<file path="src/rtl/core/evfm_pkg.sv">
`timescale 1ns / 1ps
// ----------------------------------------------------------------------------
// evfm_pkg
// Shared types, codes and constants of the encoder velocity fault monitor.
// ----------------------------------------------------------------------------
package evfm_pkg;

  localparam int CFG_IDX_W  = 3;
  localparam int CFG_DATA_W = 64;
  localparam int MAG_W      = 36;
  localparam int MUL_A_W    = 16;

  localparam logic [19:0] VEL_SCALE = 20'd1000000;
  localparam logic [15:0] SAT16     = 16'hFFFF;

  localparam logic [15:0] RST_ALPHA  = 16'd52429;
  localparam logic [19:0] RST_GLITCH = 20'd100000;
  localparam logic [19:0] RST_STALL  = 20'd50;
  localparam logic [14:0] RST_DRIVE  = 15'd3000;
  localparam logic [15:0] RST_DSAMP  = 16'd20;
  localparam logic [30:0] RST_LIMIT  = 31'd150000;

  typedef enum logic [1:0] {
    OP_SAMPLE  = 2'd0,
    OP_CLR_ONE = 2'd1,
    OP_CLR_ALL = 2'd2,
    OP_NONE    = 2'd3
  } op_e;

  typedef enum logic [1:0] {
    H_OK     = 2'd0,
    H_DISC   = 2'd1,
    H_GLITCH = 2'd2,
    H_UNUSED = 2'd3
  } health_e;

  typedef enum logic [CFG_IDX_W-1:0] {
    CFG_ALPHA  = 3'd0,
    CFG_GLITCH = 3'd1,
    CFG_STALL  = 3'd2,
    CFG_DRIVE  = 3'd3,
    CFG_DSAMP  = 3'd4,
    CFG_LIMIT  = 3'd5,
    CFG_POL    = 3'd6,
    CFG_BIAS   = 3'd7
  } cfg_reg_e;

  typedef struct packed {
    logic [1:0]         opcode;
    logic [1:0]         channel;
    logic [15:0]        counter_value;
    logic [15:0]        period_us;
    logic signed [15:0] motor_drive;
  } in_item_t;

  typedef struct packed {
    logic [1:0]         out_channel;
    logic signed [31:0] position;
    logic signed [31:0] velocity;
    logic [1:0]         health;
    logic [3:0]         fault_mask;
    logic [15:0]        glitch_total;
    logic [15:0]        disconnect_total;
  } out_item_t;

  function automatic logic [15:0] inc_sat(input logic [15:0] x);
    return (x != SAT16) ? x + 16'd1 : x;
  endfunction

endpackage

</file>
<file path="src/rtl/core/evfm_in_if.sv">
`timescale 1ns / 1ps
// ----------------------------------------------------------------------------
// evfm_in_if
// Input item channel, valid/ready handshake.
// ----------------------------------------------------------------------------
interface evfm_in_if;
  logic               valid;
  logic               ready;
  evfm_pkg::in_item_t data;

  modport source (output valid, output data, input ready);
  modport sink   (input valid, input data, output ready);
endinterface

</file>
<file path="src/rtl/core/evfm_out_if.sv">
`timescale 1ns / 1ps
// ----------------------------------------------------------------------------
// evfm_out_if
// Result item channel, valid/ready handshake.
// ----------------------------------------------------------------------------
interface evfm_out_if;
  logic                valid;
  logic                ready;
  evfm_pkg::out_item_t data;

  modport source (output valid, output data, input ready);
  modport sink   (input valid, input data, output ready);
endinterface

</file>
<file path="src/rtl/core/evfm_div.sv">
`timescale 1ns / 1ps
// ----------------------------------------------------------------------------
// evfm_div
// Bit-serial restoring divider, one quotient bit per cycle.
// ----------------------------------------------------------------------------
module evfm_div #(
  parameter int NUM_W = 44
) (
  input  logic             clk_i,
  input  logic             rst_ni,
  input  logic             start_i,
  input  logic [NUM_W-1:0] num_i,
  input  logic [15:0]      den_i,
  output logic             done_o,
  output logic [NUM_W-1:0] quo_o
);
  localparam int CNT_W = $clog2(NUM_W + 1);

  logic             busy_q, done_q;
  logic [CNT_W-1:0] cnt_q;
  logic [15:0]      rem_q, den_q;
  logic [NUM_W-1:0] num_q;
  logic [16:0]      rem_sh;
  logic             ge;
  logic [16:0]      rem_sub;

  assign rem_sh  = {rem_q, num_q[NUM_W-1]};
  assign ge      = rem_sh >= {1'b0, den_q};
  assign rem_sub = ge ? rem_sh - {1'b0, den_q} : rem_sh;

  always_ff @(posedge clk_i or negedge rst_ni) begin
    if (!rst_ni) begin
      busy_q <= 1'b0;
      done_q <= 1'b0;
      cnt_q  <= '0;
    end else begin
      done_q <= 1'b0;
      if (start_i) begin
        busy_q <= 1'b1;
        cnt_q  <= CNT_W'(NUM_W);
      end else if (busy_q) begin
        cnt_q <= cnt_q - 1'b1;
        if (cnt_q == CNT_W'(1)) begin
          busy_q <= 1'b0;
          done_q <= 1'b1;
        end
      end
    end
  end

  always_ff @(posedge clk_i) begin
    if (start_i) begin
      num_q <= num_i;
      den_q <= den_i;
      rem_q <= '0;
    end else if (busy_q) begin
      num_q <= {num_q[NUM_W-2:0], ge};
      rem_q <= rem_sub[15:0];
    end
  end

  assign done_o = done_q;
  assign quo_o  = num_q;
endmodule

</file>
<file path="src/rtl/core/evfm_mul.sv">
`timescale 1ns / 1ps
// ----------------------------------------------------------------------------
// evfm_mul
// Shift-add multiplier, one bit of the unsigned weight per cycle.
// ----------------------------------------------------------------------------
module evfm_mul #(
  parameter int D_W = 41
) (
  input  logic                                 clk_i,
  input  logic                                 rst_ni,
  input  logic                                 start_i,
  input  logic [evfm_pkg::MUL_A_W-1:0]         a_i,
  input  logic signed [D_W-1:0]                b_i,
  output logic                                 done_o,
  output logic signed [D_W+evfm_pkg::MUL_A_W-1:0] prod_o
);
  import evfm_pkg::*;

  localparam int P_W   = D_W + MUL_A_W;
  localparam int CNT_W = $clog2(MUL_A_W + 1);

  logic               busy_q, done_q;
  logic [CNT_W-1:0]   cnt_q;
  logic [MUL_A_W-1:0] a_q;
  logic signed [P_W-1:0] m_q, acc_q;

  always_ff @(posedge clk_i or negedge rst_ni) begin
    if (!rst_ni) begin
      busy_q <= 1'b0;
      done_q <= 1'b0;
      cnt_q  <= '0;
    end else begin
      done_q <= 1'b0;
      if (start_i) begin
        busy_q <= 1'b1;
        cnt_q  <= CNT_W'(MUL_A_W);
      end else if (busy_q) begin
        cnt_q <= cnt_q - 1'b1;
        if (cnt_q == CNT_W'(1)) begin
          busy_q <= 1'b0;
          done_q <= 1'b1;
        end
      end
    end
  end

  always_ff @(posedge clk_i) begin
    if (start_i) begin
      a_q   <= a_i;
      m_q   <= P_W'(b_i);
      acc_q <= '0;
    end else if (busy_q) begin
      a_q <= a_q >> 1;
      m_q <= m_q <<< 1;
      if (a_q[0]) begin
        acc_q <= acc_q + m_q;
      end
    end
  end

  assign done_o = done_q;
  assign prod_o = acc_q;
endmodule

</file>
<file path="src/rtl/core/encoder_velocity_fault_monitor.sv">
`timescale 1ns / 1ps
// ----------------------------------------------------------------------------
// encoder_velocity_fault_monitor
// Per-channel encoder position, velocity, glitch and disconnect monitor.
// ----------------------------------------------------------------------------
// One item is in flight at a time. A sample item passes, in order, through
// the delta and scale product, the bit-serial divide by the period, the
// health check, the limit, the bit-serial filter multiply and the result
// load, and then goes back to idle before the next input transfer. Clear
// items, ignored samples and unknown opcodes go straight to the result load.
// The next item is taken while the previous result still waits for its
// transfer; a result only loads once the output register is free, so a held
// result stalls the following item.
// ----------------------------------------------------------------------------
module encoder_velocity_fault_monitor #(
  parameter int CHANNELS  = 4,
  parameter int FRAC_BITS = 8
) (
  input  logic                            clk_i,
  input  logic                            rst_ni,
  input  logic                            cfg_we_i,
  input  logic [evfm_pkg::CFG_IDX_W-1:0]  cfg_idx_i,
  input  logic [evfm_pkg::CFG_DATA_W-1:0] cfg_data_i,
  evfm_in_if.sink                         in_i,
  evfm_out_if.source                      out_o
);
  import evfm_pkg::*;

  localparam int CH_W  = (CHANNELS > 1) ? $clog2(CHANNELS) : 1;
  localparam int NUM_W = MAG_W + FRAC_BITS;
  localparam int RAW_W = NUM_W + 2;
  localparam int FV_W  = 32 + FRAC_BITS;
  localparam int D_W   = FV_W + 1;
  localparam int P_W   = D_W + MUL_A_W;
  localparam int HALF  = (1 << FRAC_BITS) / 2;

  typedef enum logic [6:0] {
    S_IDLE = 7'b0000001,
    S_MAG  = 7'b0000010,
    S_DIV  = 7'b0000100,
    S_HLTH = 7'b0001000,
    S_LIM  = 7'b0010000,
    S_FILT = 7'b0100000,
    S_RES  = 7'b1000000
  } state_e;

  // configuration
  logic [15:0] alpha_q;
  logic [19:0] glitch_q, stall_q;
  logic [14:0] drive_q;
  logic [15:0] dsamp_q;
  logic [30:0] limit_q;
  logic [3:0]  pol_q;
  logic [63:0] bias_q;

  always_ff @(posedge clk_i or negedge rst_ni) begin
    if (!rst_ni) begin
      alpha_q  <= RST_ALPHA;
      glitch_q <= RST_GLITCH;
      stall_q  <= RST_STALL;
      drive_q  <= RST_DRIVE;
      dsamp_q  <= RST_DSAMP;
      limit_q  <= RST_LIMIT;
      pol_q    <= '0;
      bias_q   <= '0;
    end else if (cfg_we_i) begin
      case (cfg_reg_e'(cfg_idx_i))
        CFG_ALPHA:  alpha_q  <= cfg_data_i[15:0];
        CFG_GLITCH: glitch_q <= cfg_data_i[19:0];
        CFG_STALL:  stall_q  <= cfg_data_i[19:0];
        CFG_DRIVE:  drive_q  <= cfg_data_i[14:0];
        CFG_DSAMP:  dsamp_q  <= cfg_data_i[15:0];
        CFG_LIMIT:  limit_q  <= cfg_data_i[30:0];
        CFG_POL:    pol_q    <= cfg_data_i[3:0];
        CFG_BIAS:   bias_q   <= cfg_data_i;
        default: ;
      endcase
    end
  end

  // per-channel state
  logic [15:0]            last_q  [CHANNELS];
  logic [31:0]            pos_q   [CHANNELS];
  logic signed [FV_W-1:0] filt_q  [CHANNELS];
  health_e                health_q[CHANNELS];
  logic [15:0]            fc_q    [CHANNELS];
  logic [15:0]            sc_q    [CHANNELS];
  logic [15:0]            gc_q    [CHANNELS];
  logic [15:0]            dc_q    [CHANNELS];
  logic signed [FV_W-1:0] lgv_q   [CHANNELS];

  state_e                  state_q;
  in_item_t                item_q;
  logic                    neg_q;
  logic signed [RAW_W-1:0] raw_q, sel_q;
  logic signed [FV_W-1:0]  r_q;
  logic                    out_valid_q;
  out_item_t               out_q;

  logic [CH_W-1:0] cidx, in_cidx;
  logic            chan_ok, in_chan_ok, in_xfer, out_xfer, res_load;

  assign cidx       = CH_W'(item_q.channel);
  assign in_cidx    = CH_W'(in_i.data.channel);
  assign chan_ok    = int'(item_q.channel) < CHANNELS;
  assign in_chan_ok = int'(in_i.data.channel) < CHANNELS;
  assign in_i.ready = (state_q == S_IDLE);
  assign in_xfer    = in_i.valid && in_i.ready;
  assign out_xfer   = out_valid_q && out_o.ready;
  assign res_load   = (state_q == S_RES) && (!out_valid_q || out_o.ready);

  // delta and scaled magnitude
  logic [15:0]      delta;
  logic [15:0]      absd;
  logic [MAG_W-1:0] mag;
  logic [NUM_W-1:0] num;
  logic             div_start, div_done;
  logic [NUM_W-1:0] quo;

  assign delta     = item_q.counter_value - last_q[cidx];
  assign absd      = delta[15] ? 16'(-delta) : delta;
  assign mag       = MAG_W'(absd) * MAG_W'(VEL_SCALE);
  assign num       = (NUM_W'(mag) << FRAC_BITS) + NUM_W'(item_q.period_us >> 1);
  assign div_start = (state_q == S_MAG);

  evfm_div #(.NUM_W(NUM_W)) u_div (
    .clk_i  (clk_i),
    .rst_ni (rst_ni),
    .start_i(div_start),
    .num_i  (num),
    .den_i  (item_q.period_us),
    .done_o (div_done),
    .quo_o  (quo)
  );

  logic signed [RAW_W-1:0] q_s, raw_d;
  logic signed [15:0]      bias16;

  assign bias16 = bias_q[{item_q.channel, 4'b0000} +: 16];
  assign q_s    = signed'(RAW_W'(quo));
  assign raw_d  = (neg_q ? -q_s : q_s) - (RAW_W'(bias16) <<< FRAC_BITS);

  // health check
  logic [RAW_W-1:0]        av, glim, slim;
  logic signed [16:0]      drv_s;
  logic [16:0]             drv_abs;
  health_e                 h_d;
  logic [15:0]             fc_d, sc_d, gc_d, dc_d;
  logic signed [FV_W-1:0]  lgv_d;
  logic signed [RAW_W-1:0] sel_d;

  assign av      = raw_q[RAW_W-1] ? RAW_W'(-raw_q) : RAW_W'(raw_q);
  assign glim    = RAW_W'(glitch_q) << FRAC_BITS;
  assign slim    = RAW_W'(stall_q) << FRAC_BITS;
  assign drv_s   = 17'(item_q.motor_drive);
  assign drv_abs = drv_s[16] ? 17'(-drv_s) : 17'(drv_s);

  always_comb begin
    h_d   = health_q[cidx];
    fc_d  = fc_q[cidx];
    sc_d  = sc_q[cidx];
    gc_d  = gc_q[cidx];
    dc_d  = dc_q[cidx];
    lgv_d = lgv_q[cidx];
    if (av > glim) begin
      h_d  = H_GLITCH;
      fc_d = inc_sat(fc_q[cidx]);
      gc_d = inc_sat(gc_q[cidx]);
    end else if (drv_abs > {2'b00, drive_q} && av < slim) begin
      sc_d = inc_sat(sc_q[cidx]);
      if (sc_d >= dsamp_q) begin
        if (health_q[cidx] != H_DISC) begin
          dc_d = inc_sat(dc_q[cidx]);
        end
        h_d  = H_DISC;
        fc_d = inc_sat(fc_q[cidx]);
      end
    end else begin
      if (health_q[cidx] != H_OK) begin
        if (fc_q[cidx] != 16'd0) begin
          fc_d = fc_q[cidx] - 16'd1;
        end
        if (fc_d == 16'd0 && av < glim) begin
          h_d  = H_OK;
          sc_d = '0;
        end
      end else begin
        sc_d = '0;
        fc_d = '0;
      end
      if (av < glim) begin
        lgv_d = FV_W'(raw_q);
      end
    end
    case (h_d)
      H_DISC:   sel_d = '0;
      H_GLITCH: sel_d = RAW_W'(lgv_d);
      default:  sel_d = raw_q;
    endcase
  end

  // limit and filter
  logic [RAW_W-1:0]       sel_abs, lim;
  logic signed [FV_W-1:0] r_d;
  logic signed [D_W-1:0]  fdiff;
  logic                   mul_start, mul_done;
  logic signed [P_W-1:0]  prod, prod_rnd;
  logic signed [FV_W-1:0] filt_new;

  assign sel_abs   = sel_q[RAW_W-1] ? RAW_W'(-sel_q) : RAW_W'(sel_q);
  assign lim       = RAW_W'(limit_q) << FRAC_BITS;
  assign r_d       = (sel_abs > lim) ? '0 : FV_W'(sel_q);
  assign fdiff     = D_W'(filt_q[cidx]) - D_W'(r_d);
  assign mul_start = (state_q == S_LIM);

  evfm_mul #(.D_W(D_W)) u_mul (
    .clk_i  (clk_i),
    .rst_ni (rst_ni),
    .start_i(mul_start),
    .a_i    (alpha_q),
    .b_i    (fdiff),
    .done_o (mul_done),
    .prod_o (prod)
  );

  assign prod_rnd = (prod + P_W'(32768)) >>> 16;
  assign filt_new = r_q + FV_W'(prod_rnd);

  // result
  logic [3:0]             fmask;
  logic signed [FV_W-1:0] vel_t;
  out_item_t              res;

  always_comb begin
    fmask = '0;
    for (int i = 0; i < CHANNELS && i < 4; i++) begin
      fmask[i] = (health_q[i] != H_OK);
    end
  end

  assign vel_t = filt_q[cidx] + FV_W'(HALF);

  always_comb begin
    res             = '0;
    res.out_channel = item_q.channel;
    res.fault_mask  = fmask;
    if (chan_ok) begin
      res.position         = pos_q[cidx];
      res.velocity         = 32'(vel_t >>> FRAC_BITS);
      res.health           = health_q[cidx];
      res.glitch_total     = gc_q[cidx];
      res.disconnect_total = dc_q[cidx];
    end
  end

  // control and state update
  always_ff @(posedge clk_i or negedge rst_ni) begin
    if (!rst_ni) begin
      state_q     <= S_IDLE;
      out_valid_q <= 1'b0;
      for (int i = 0; i < CHANNELS; i++) begin
        last_q[i]   <= '0;
        pos_q[i]    <= '0;
        filt_q[i]   <= '0;
        health_q[i] <= H_OK;
        fc_q[i]     <= '0;
        sc_q[i]     <= '0;
        gc_q[i]     <= '0;
        dc_q[i]     <= '0;
        lgv_q[i]    <= '0;
      end
    end else begin
      if (res_load) begin
        out_valid_q <= 1'b1;
      end else if (out_xfer) begin
        out_valid_q <= 1'b0;
      end
      case (state_q)
        S_IDLE: begin
          if (in_xfer) begin
            if (op_e'(in_i.data.opcode) == OP_SAMPLE && in_chan_ok &&
                in_i.data.period_us != 16'd0) begin
              state_q <= S_MAG;
            end else begin
              state_q <= S_RES;
            end
            if (op_e'(in_i.data.opcode) == OP_CLR_ONE && in_chan_ok) begin
              health_q[in_cidx] <= H_OK;
              fc_q[in_cidx]     <= '0;
              sc_q[in_cidx]     <= '0;
            end else if (op_e'(in_i.data.opcode) == OP_CLR_ONE ||
                         op_e'(in_i.data.opcode) == OP_CLR_ALL) begin
              for (int i = 0; i < CHANNELS; i++) begin
                health_q[i] <= H_OK;
                fc_q[i]     <= '0;
                sc_q[i]     <= '0;
              end
            end
          end
        end
        S_MAG: begin
          last_q[cidx] <= item_q.counter_value;
          pos_q[cidx]  <= pos_q[cidx] + {{16{delta[15]}}, delta};
          state_q      <= S_DIV;
        end
        S_DIV: begin
          if (div_done) begin
            state_q <= S_HLTH;
          end
        end
        S_HLTH: begin
          health_q[cidx] <= h_d;
          fc_q[cidx]     <= fc_d;
          sc_q[cidx]     <= sc_d;
          gc_q[cidx]     <= gc_d;
          dc_q[cidx]     <= dc_d;
          lgv_q[cidx]    <= lgv_d;
          state_q        <= S_LIM;
        end
        S_LIM: begin
          state_q <= S_FILT;
        end
        S_FILT: begin
          if (mul_done) begin
            filt_q[cidx] <= filt_new;
            state_q      <= S_RES;
          end
        end
        S_RES: begin
          if (res_load) begin
            state_q <= S_IDLE;
          end
        end
        default: state_q <= S_IDLE;
      endcase
    end
  end

  always_ff @(posedge clk_i) begin
    if (in_xfer) begin
      item_q <= in_i.data;
    end
    if (state_q == S_MAG) begin
      neg_q <= delta[15] ^ pol_q[item_q.channel];
    end
    if (state_q == S_DIV && div_done) begin
      raw_q <= raw_d;
    end
    if (state_q == S_HLTH) begin
      sel_q <= sel_d;
    end
    if (state_q == S_LIM) begin
      r_q <= r_d;
    end
    if (res_load) begin
      out_q <= res;
    end
  end

  assign out_o.valid = out_valid_q;
  assign out_o.data  = out_q;

  a_div_in_div : assert property (@(posedge clk_i) disable iff (!rst_ni)
    div_done |-> state_q == S_DIV)
    else $error("divider finished outside the divide step");

  a_mul_in_filt : assert property (@(posedge clk_i) disable iff (!rst_ni)
    mul_done |-> state_q == S_FILT)
    else $error("multiplier finished outside the filter step");

  a_xfer_leaves_idle : assert property (@(posedge clk_i) disable iff (!rst_ni)
    in_xfer |=> state_q != S_IDLE)
    else $error("input transfer did not start work");

  a_res_loads_out : assert property (@(posedge clk_i) disable iff (!rst_ni)
    (state_q == S_RES && (!out_valid_q || out_o.ready)) |=> out_valid_q)
    else $error("result not presented");
endmodule
</file>
<file path="src/flat_wrapper.sv">
// flat-port wrapper written by rule: the top's interface ports become plain ports
module encoder_velocity_fault_monitor_flat import evfm_pkg::*;
#(
  parameter int CHANNELS  = 4,
  parameter int FRAC_BITS = 8
)
  (clk_i, rst_ni, cfg_we_i, cfg_idx_i, cfg_data_i, in_i_valid, in_i_data, in_i_ready, out_o_valid, out_o_data, out_o_ready);
  evfm_in_if in_i_i ();
  evfm_out_if out_o_i ();
  input  logic clk_i;
  input  logic rst_ni;
  input  logic cfg_we_i;
  input  logic [evfm_pkg::CFG_IDX_W-1:0] cfg_idx_i;
  input  logic [evfm_pkg::CFG_DATA_W-1:0] cfg_data_i;
  input wire logic [$bits(in_i_i.valid)-1:0] in_i_valid;
  input wire logic [$bits(in_i_i.data)-1:0] in_i_data;
  output wire logic [$bits(in_i_i.ready)-1:0] in_i_ready;
  output wire logic [$bits(out_o_i.valid)-1:0] out_o_valid;
  output wire logic [$bits(out_o_i.data)-1:0] out_o_data;
  input wire logic [$bits(out_o_i.ready)-1:0] out_o_ready;
  assign in_i_i.valid = in_i_valid;
  assign in_i_i.data = in_i_data;
  assign in_i_ready = in_i_i.ready;
  assign out_o_valid = out_o_i.valid;
  assign out_o_data = out_o_i.data;
  assign out_o_i.ready = out_o_ready;
  encoder_velocity_fault_monitor #(.CHANNELS(CHANNELS), .FRAC_BITS(FRAC_BITS)) u_core (.clk_i(clk_i), .rst_ni(rst_ni), .cfg_we_i(cfg_we_i), .cfg_idx_i(cfg_idx_i), .cfg_data_i(cfg_data_i), .in_i(in_i_i), .out_o(out_o_i));
endmodule
</file>
<file path="config.mk">
export PLATFORM = sky130hd
export DESIGN_NAME = encoder_velocity_fault_monitor_flat
export DESIGN_NICKNAME = d
export VERILOG_FILES = /design/src/rtl/core/evfm_pkg.sv /design/src/rtl/core/evfm_in_if.sv /design/src/rtl/core/evfm_out_if.sv /design/src/rtl/core/evfm_div.sv /design/src/rtl/core/evfm_mul.sv /design/src/rtl/core/encoder_velocity_fault_monitor.sv /design/src/flat_wrapper.sv
export SDC_FILE = /design/constraint.sdc
export NUM_CORES = 2
export LEC_CHECK = 0
export BUFFER_PORTS_ARGS = -buffer_cell sky130_fd_sc_hd__buf_2
export CORE_ASPECT_RATIO = 0.6
export CORE_UTILIZATION = 53
export CTS_CLUSTER_DIAMETER = 40
export CTS_CLUSTER_SIZE = 25
export DETAILED_ROUTE_END_ITERATION = 8
export GPL_ROUTABILITY_DRIVEN = 0
export PLACE_DENSITY = 0.71
export SYNTH_ARGS = -nofsm -noshare
export SYNTH_HDL_FRONTEND = slang
export SYNTH_SLANG_ARGS = --single-unit
</file>
<file path="constraint.sdc">
create_clock -name clk_i -period 14.03 [get_ports clk_i]
set_clock_uncertainty 0.05 [all_clocks]
set_input_delay 0.7015 -clock clk_i [delete_from_list [all_inputs] [get_ports clk_i]]
set_output_delay 0.7015 -clock clk_i [all_outputs]
set_load 0.05 [all_outputs]
</file>
After elaboration in Yosys (flattened, before gate mapping)
Index checks and enable logic that the tools add are counted.
{ "op_classes": {"add_sub_neg": 22, "mul": 1, "order_cmp": 12, "eq_ne": 30, "shifts": 1, "mux": 128, "bitwise": 8, "n_reduce_logical": 38} }
{ "op_table": {"columns": ["op", "n"], "rows": [
  ["$mux W16", 37],
  ["$mux W40", 9],
  ["$bwmux W160", 2],
  ["$bwmux W64", 5],
  ["$mux W64", 5],
  ["$pmux W64 S2", 2],
  ["$bmux W16 S2", 5],
  ["$bmux W40 S2", 2],
  ["$mux W46", 3],
  ["$and A64 B64 Y64", 2],
  ["$bwmux W128", 1],
  ["$mux W57", 2],
  ["$mux W32", 3],
  ["$lt A46 B28 Y1", 2],
  ["$neg A46 Y46", 2],
  ["$pmux W46 S2", 1],
  ["$mux W44", 2],
  ["$demux W40 S2", 1],
  ["$add A16 B1 Y16 const B", 4],
  ["$bmux W32 S2", 1],
  ["$demux W16 S2", 2],
  ["$demux W32 S2", 1],
  ["$ne A16 B16 Y1 const B", 4],
  ["$not A64 Y64", 1],
  ["70 further kinds", 141]
]} }
{ "totals": {"regBits": 1478, "input_bits": 124, "out_inout_bits": 106, "wordCells": 313} }

Depth between registers and ports, before layout
{ "depth": {"word_depth": 17, "mapped_depth": 49} }

Modules after synthesis
A second synthesis with hierarchy kept.
{ "hier_totals": {"cells_unflattened": 7999, "area_unflattened_um2": 84905.2} }
{ "modules_own_cells": {"columns": ["module", "instances", "cells_each", "area_per_inst_um2", "seq_area_each_um2"], "rows": [
  ["encoder_velocity_fault_monitor", 1, 6686, 71815.1, 32936.6],
  ["evfm_mul", 1, 965, 8828.5, 3508.4],
  ["evfm_div", 1, 348, 4261.6, 2322.2]
]} }

Worst setup path before layout
Ideal clock, no wire load.
{ "synth_timing": {"kind": "register -> register", "from": "register u_core.item_q, in the netlist u_core.cidx[0]", "to": "register u_core.u_div.num_q[43] (netlist: u_core.u_div.quo_o[43]) (data pin)", "setup_ns": 0.266, "t_arrival_ns": 12.593, "required_ns": 13.714, "slack_ns": 1.121, "stages_incl_launch_ff": 49, "path_buffers": 11, "synth_period_minus_slack_ns": 12.909, "cell_sequence": "edfxtp_1 -> buf_2 -> buf_2 -> buf_2 -> buf_2 -> buf_4 -> buf_2 -> buf_2 -> buf_2 -> buf_2 -> buf_2 -> buf_1 -> mux4_2 -> inv_1 -> ha_1 -> nor2b_1 -> o31a_1 -> o41ai_1 -> [13 not listed] -> inv_1 -> ha_1 -> inv_1 -> fa_1 -> inv_1 -> ha_1 -> a21o_1 -> a21oi_1 -> o21ai_0 -> a221o_1 -> a22oi_1 -> nor2b_1 -> xor2_1 -> nor4b_1 -> nand3_1 -> nor4_1 -> xnor2_1 -> o21ai_0"} }
{ "synth_via": {"elab_chain_len": 10} }
{ "synth_lines": {"columns": ["element", "line_no", "text"], "rows": [
  ["start, declared", "encoder_velocity_fault_monitor.sv:93", "in_item_t item_q;"],
  ["start signal, assigned", "encoder_velocity_fault_monitor.sv:341", "item_q <= in_i.data;"],
  ["$not A2 Y3 (implied by the code) *", "encoder_velocity_fault_monitor.sv:120", "assign delta = item_q.counter_value - last_q[cidx];"],
  ["$bmux W16 S2 *", "encoder_velocity_fault_monitor.sv:120", null],
  ["$mux W16 (implied by the code) * (2 in a row)", "encoder_velocity_fault_monitor.sv:120", null],
  ["$sub A16 B16 Y16 *", "encoder_velocity_fault_monitor.sv:120", null],
  ["$neg A16 Y16", "encoder_velocity_fault_monitor.sv:121", "assign absd = delta[15] ? 16'(-delta) : delta;"],
  ["$mux W16 *", "encoder_velocity_fault_monitor.sv:121", null],
  ["$mul A16 B14 Y30 *", "encoder_velocity_fault_monitor.sv:122", "assign mag = MAG_W'(absd) * MAG_W'(VEL_SCALE);"],
  ["$add A44 B15 Y44 *", "encoder_velocity_fault_monitor.sv:123", "assign num = (NUM_W'(mag) << FRAC_BITS) + NUM_W'(item_q.period_us >> 1);"],
  ["$mux W44 *", "evfm_div.sv:52", "if (start_i) begin"],
  ["end signal, assigned", "evfm_div.sv:53", "num_q <= num_i;"],
  ["end signal, assigned", "evfm_div.sv:57", "num_q <= {num_q[NUM_W-2:0], ge};"],
  ["end, declared", "evfm_div.sv:22", "logic [NUM_W-1:0] num_q;"]
]} }
Mark *: on every way between the ends. The rest lies on a longest branch, timed or not. The select of a mux whose other input is x is not followed.
A chain may end at the register's enable or synchronous reset.

Worst setup path in the final report
Same ends and word-level chain as after synthesis.

==> flow_summary.json <==
{
  "synth_top_area_cell": "dfrtp_1",
  "path_clk_slew_ns": 0.07,
  "start_util_pct": 53.5,
  "synth_fp_nets": 9004,
  "drt-initial-drc-count": 7679,
  "avgViaCountPerCell": 6.10,
  "dr.pass1.iters": 6,
  "period_needed_ns": 12.61,
  "synth_top_area_share_pct": 28.5,
  "synthAdderAreaFrac_pct": 8.29,
  "place_ws_ns": 1.64,
  "synth_edf_count": 419,
  "final_cells": 10757,
  "synth_compound_area_share_pct": 12.9,
  "synth-xor-area-share_pct": 5.27,
  "die-area_um2": 159000,
  "antenna_found_initial": 4,
  "cts-resized-gates": 0,
  "syn_avg_cell_area_um2": 9.97,
  "path_buf_inv": 7,
  "cap_violations": 0,
  "maxSlewViolCount": 0,
  "synth_most_common_cell": "nand2_1",
  "syn_inst": 8363,
  "root_buffer": "clkbuf_16",
  "worst_pin_slew_ns": 1.33,
  "status": "finished, final reports clean",
  "drc": 0,
  "netlist_area_um2": 83400,
  "async_flop_share_pct": 66.7,
  "cts-buffers-inserted": 159,
  "drive_above_1_share_pct": 12.8,
  "yosysSeqAreaShare_pct": 46.4,
  "fin_ws_ns": 1.42,
  "cpPeakStageDelay_ns": 1.03,
  "fp.dieH_um": 309,
  "cts_tree": "built",
  "route.vias.total": 65656,
  "nNetsFinal": 9167,
  "clockBufferDepth": 4,
  "ff2ff_setup_slack_ns": 1.42,
  "ys.warnings.count": 0,
  "clkSinkCount": 1476,
  "io_buffers": 229,
  "core_area_um2": 156000,
  "grt_pass1_wl_mm": 372,
  "final.setup.tns_ns": 0,
  "synthSimpleGateAreaFrac_pct": 15.6,
  "cp-end-kind": "flip-flop",
  "postRouteAntennaNets": 0,
  "area_growth_pct": 11.1,
  "routed_wl_mm": 240,
  "crit_path_start_kind": "flip-flop",
  "critPathKind": "reg -> reg",
  "grt_overflow": 0,
  "ios": 230,
  "grt_usage_pct": 30.2,
  "wire_per_inst_um": 22.3,
  "crit_required_ns": 14.51,
  "synthTopCellsByArea": "dfrtp_1 28%, edfxtp_1 15%, nand2_1 8.8%",
  "critPathTopFamily": "compound AO/OA/AOI/OAI gates",
  "cts_hold_buf": 35,
  "max_freq_ghz": 0.0793,
  "hold_class": "in -> reg",
  "grt_max_degree": 185,
  "slew_headroom_pct": 11.2,
  "rsz0062_at_grt": "false",
  "worst-path-max-fanout": 19,
  "min_period_over_period_pct": 89.9,
  "dp_cells": 10439,
  "ys_ff_latch": 1476,
  "cp_slowest_cell": "o21ai_0",
  "insertion_delay_ns": 0.86,
  "crit_arrival_ns": 13.09,
  "hpwl_mm": 168,
  "hold_viol": 0,
  "rows": 112,
  "synthTopCellsByCount": "1,956 x nand2_1, 949 x dfrtp_1, 754 x o21ai_0, 460 x ha_1, 419 x edfxtp_1",
  "finalSetupViolCount": 0,
  "synth_top_family_by_area": "simple AND/OR/NAND/NOR gates",
  "synth-main-ff-cell": "dfrtp_1",
  "ys_types": 86,
  "die_w_um": 514,
  "nFillCells": 12902,
  "cts_htree_levels": 4,
  "postCtsSetupRepairBufs": 0,
  "synthMuxAreaShare_pct": 8.24,
  "crit_top_cell": "inv_1",
  "grt_pass1_vias": 62413
}
-- metrics by stage --
| stage | area (um^2) | utilization, % | hold WS (ns) |
|---|---|---|---|
| 2_1_floorplan | 83400 | - | 0.350 |
| 3_3_place_gp | 86800 | 55.7 | 0.363 |
| 3_5_place_dp | 86800 | 55.7 | 0.360 |
| 4_1_cts | 92600 | 59.4 | 0.00518 |
| 5_1_grt | 92600 | 59.4 | 0.0179 |
| 6_report | 92600 | 59.4 | 0.0415 |
-- worst paths after layout --
path,startpoint,to,cells past startpoint
min in group asynchronous,rst_ni,u_core.gc_q[37],2
worst min-delay path,in_i_data[14],u_core.drv_s[14],1
worst max-delay path,u_core.cidx[0],u_core.u_div.quo_o[43],36
max in group asynchronous,rst_ni,u_core.last_q[9],5
worst min register to register,u_core.item_q[16],u_core.u_div.den_q[0],0
worst max register to register,u_core.cidx[0],u_core.u_div.quo_o[43],36
-- state kept, by name, indices dropped and copies added, names as in the netlist, 104 cells and up --
name	cells
u_core.filt_q	160
u_core.lgv_q	160
u_core.pos_q	128
u_core.out_o.data	104
-- placed cells by master, fill, tap and decap left out, types with 69 or more instances in the layout --
cell       instances
nand2_1         1948
dfrtp_1          949
o21ai_0          754
ha_1             460
edfxtp_1         419
a21oi_1          363
xnor2_1          363
inv_1            347
nor2_1           277
buf_2            228
mux4_2           209
a21o_1           172
mux2_2           167
clkbuf_16        161
xor2_1           139
nand3_1           97
buf_4             93
nor3_1            83
nor2b_1           83
dfxtp_1           72
and2_1            69
-- per-layer routing --
layer / up-vias / routed length (um) / GRT usage [%]
li1: 29748 / - / -
met1: 32443 / 110000 / 45.7
met2: 3058 / 97300 / 42.1
met3: 407 / 27300 / 8.96
met4: 0 / 5800 / 7.46
met5: - / 0 / 0
-- final cells by class --
cell class / count / area [um^2] / share of cell area [%]
multi-input combinational: 6177 / 42100 / 45.5
sequential: 1476 / 38700 / 41.8
clock buffer: 173 / 4120 / 4.44
tap: 2109 / 2640 / 2.85
timing repair buffer: 361 / 2280 / 2.47
clock inverter: 109 / 1380 / 1.49
inverter: 351 / 1320 / 1.43
antenna: 1 / 2.50 / 0.00270
-- cells by family (layout without fill, tap and decap cells) --
logic type,count (synthesis),after routing
buf+inv,710,994
mux,404,404
other cells,0,1
fa+ha+maj,518,518
simple gates,2975,2975
flops,1476,1476
compound gates,1778,1778
xor+xnor,502,502
Power is not shown: default switching activity piles up to over one toggle a cycle in this logic, so the estimate is an artifact.
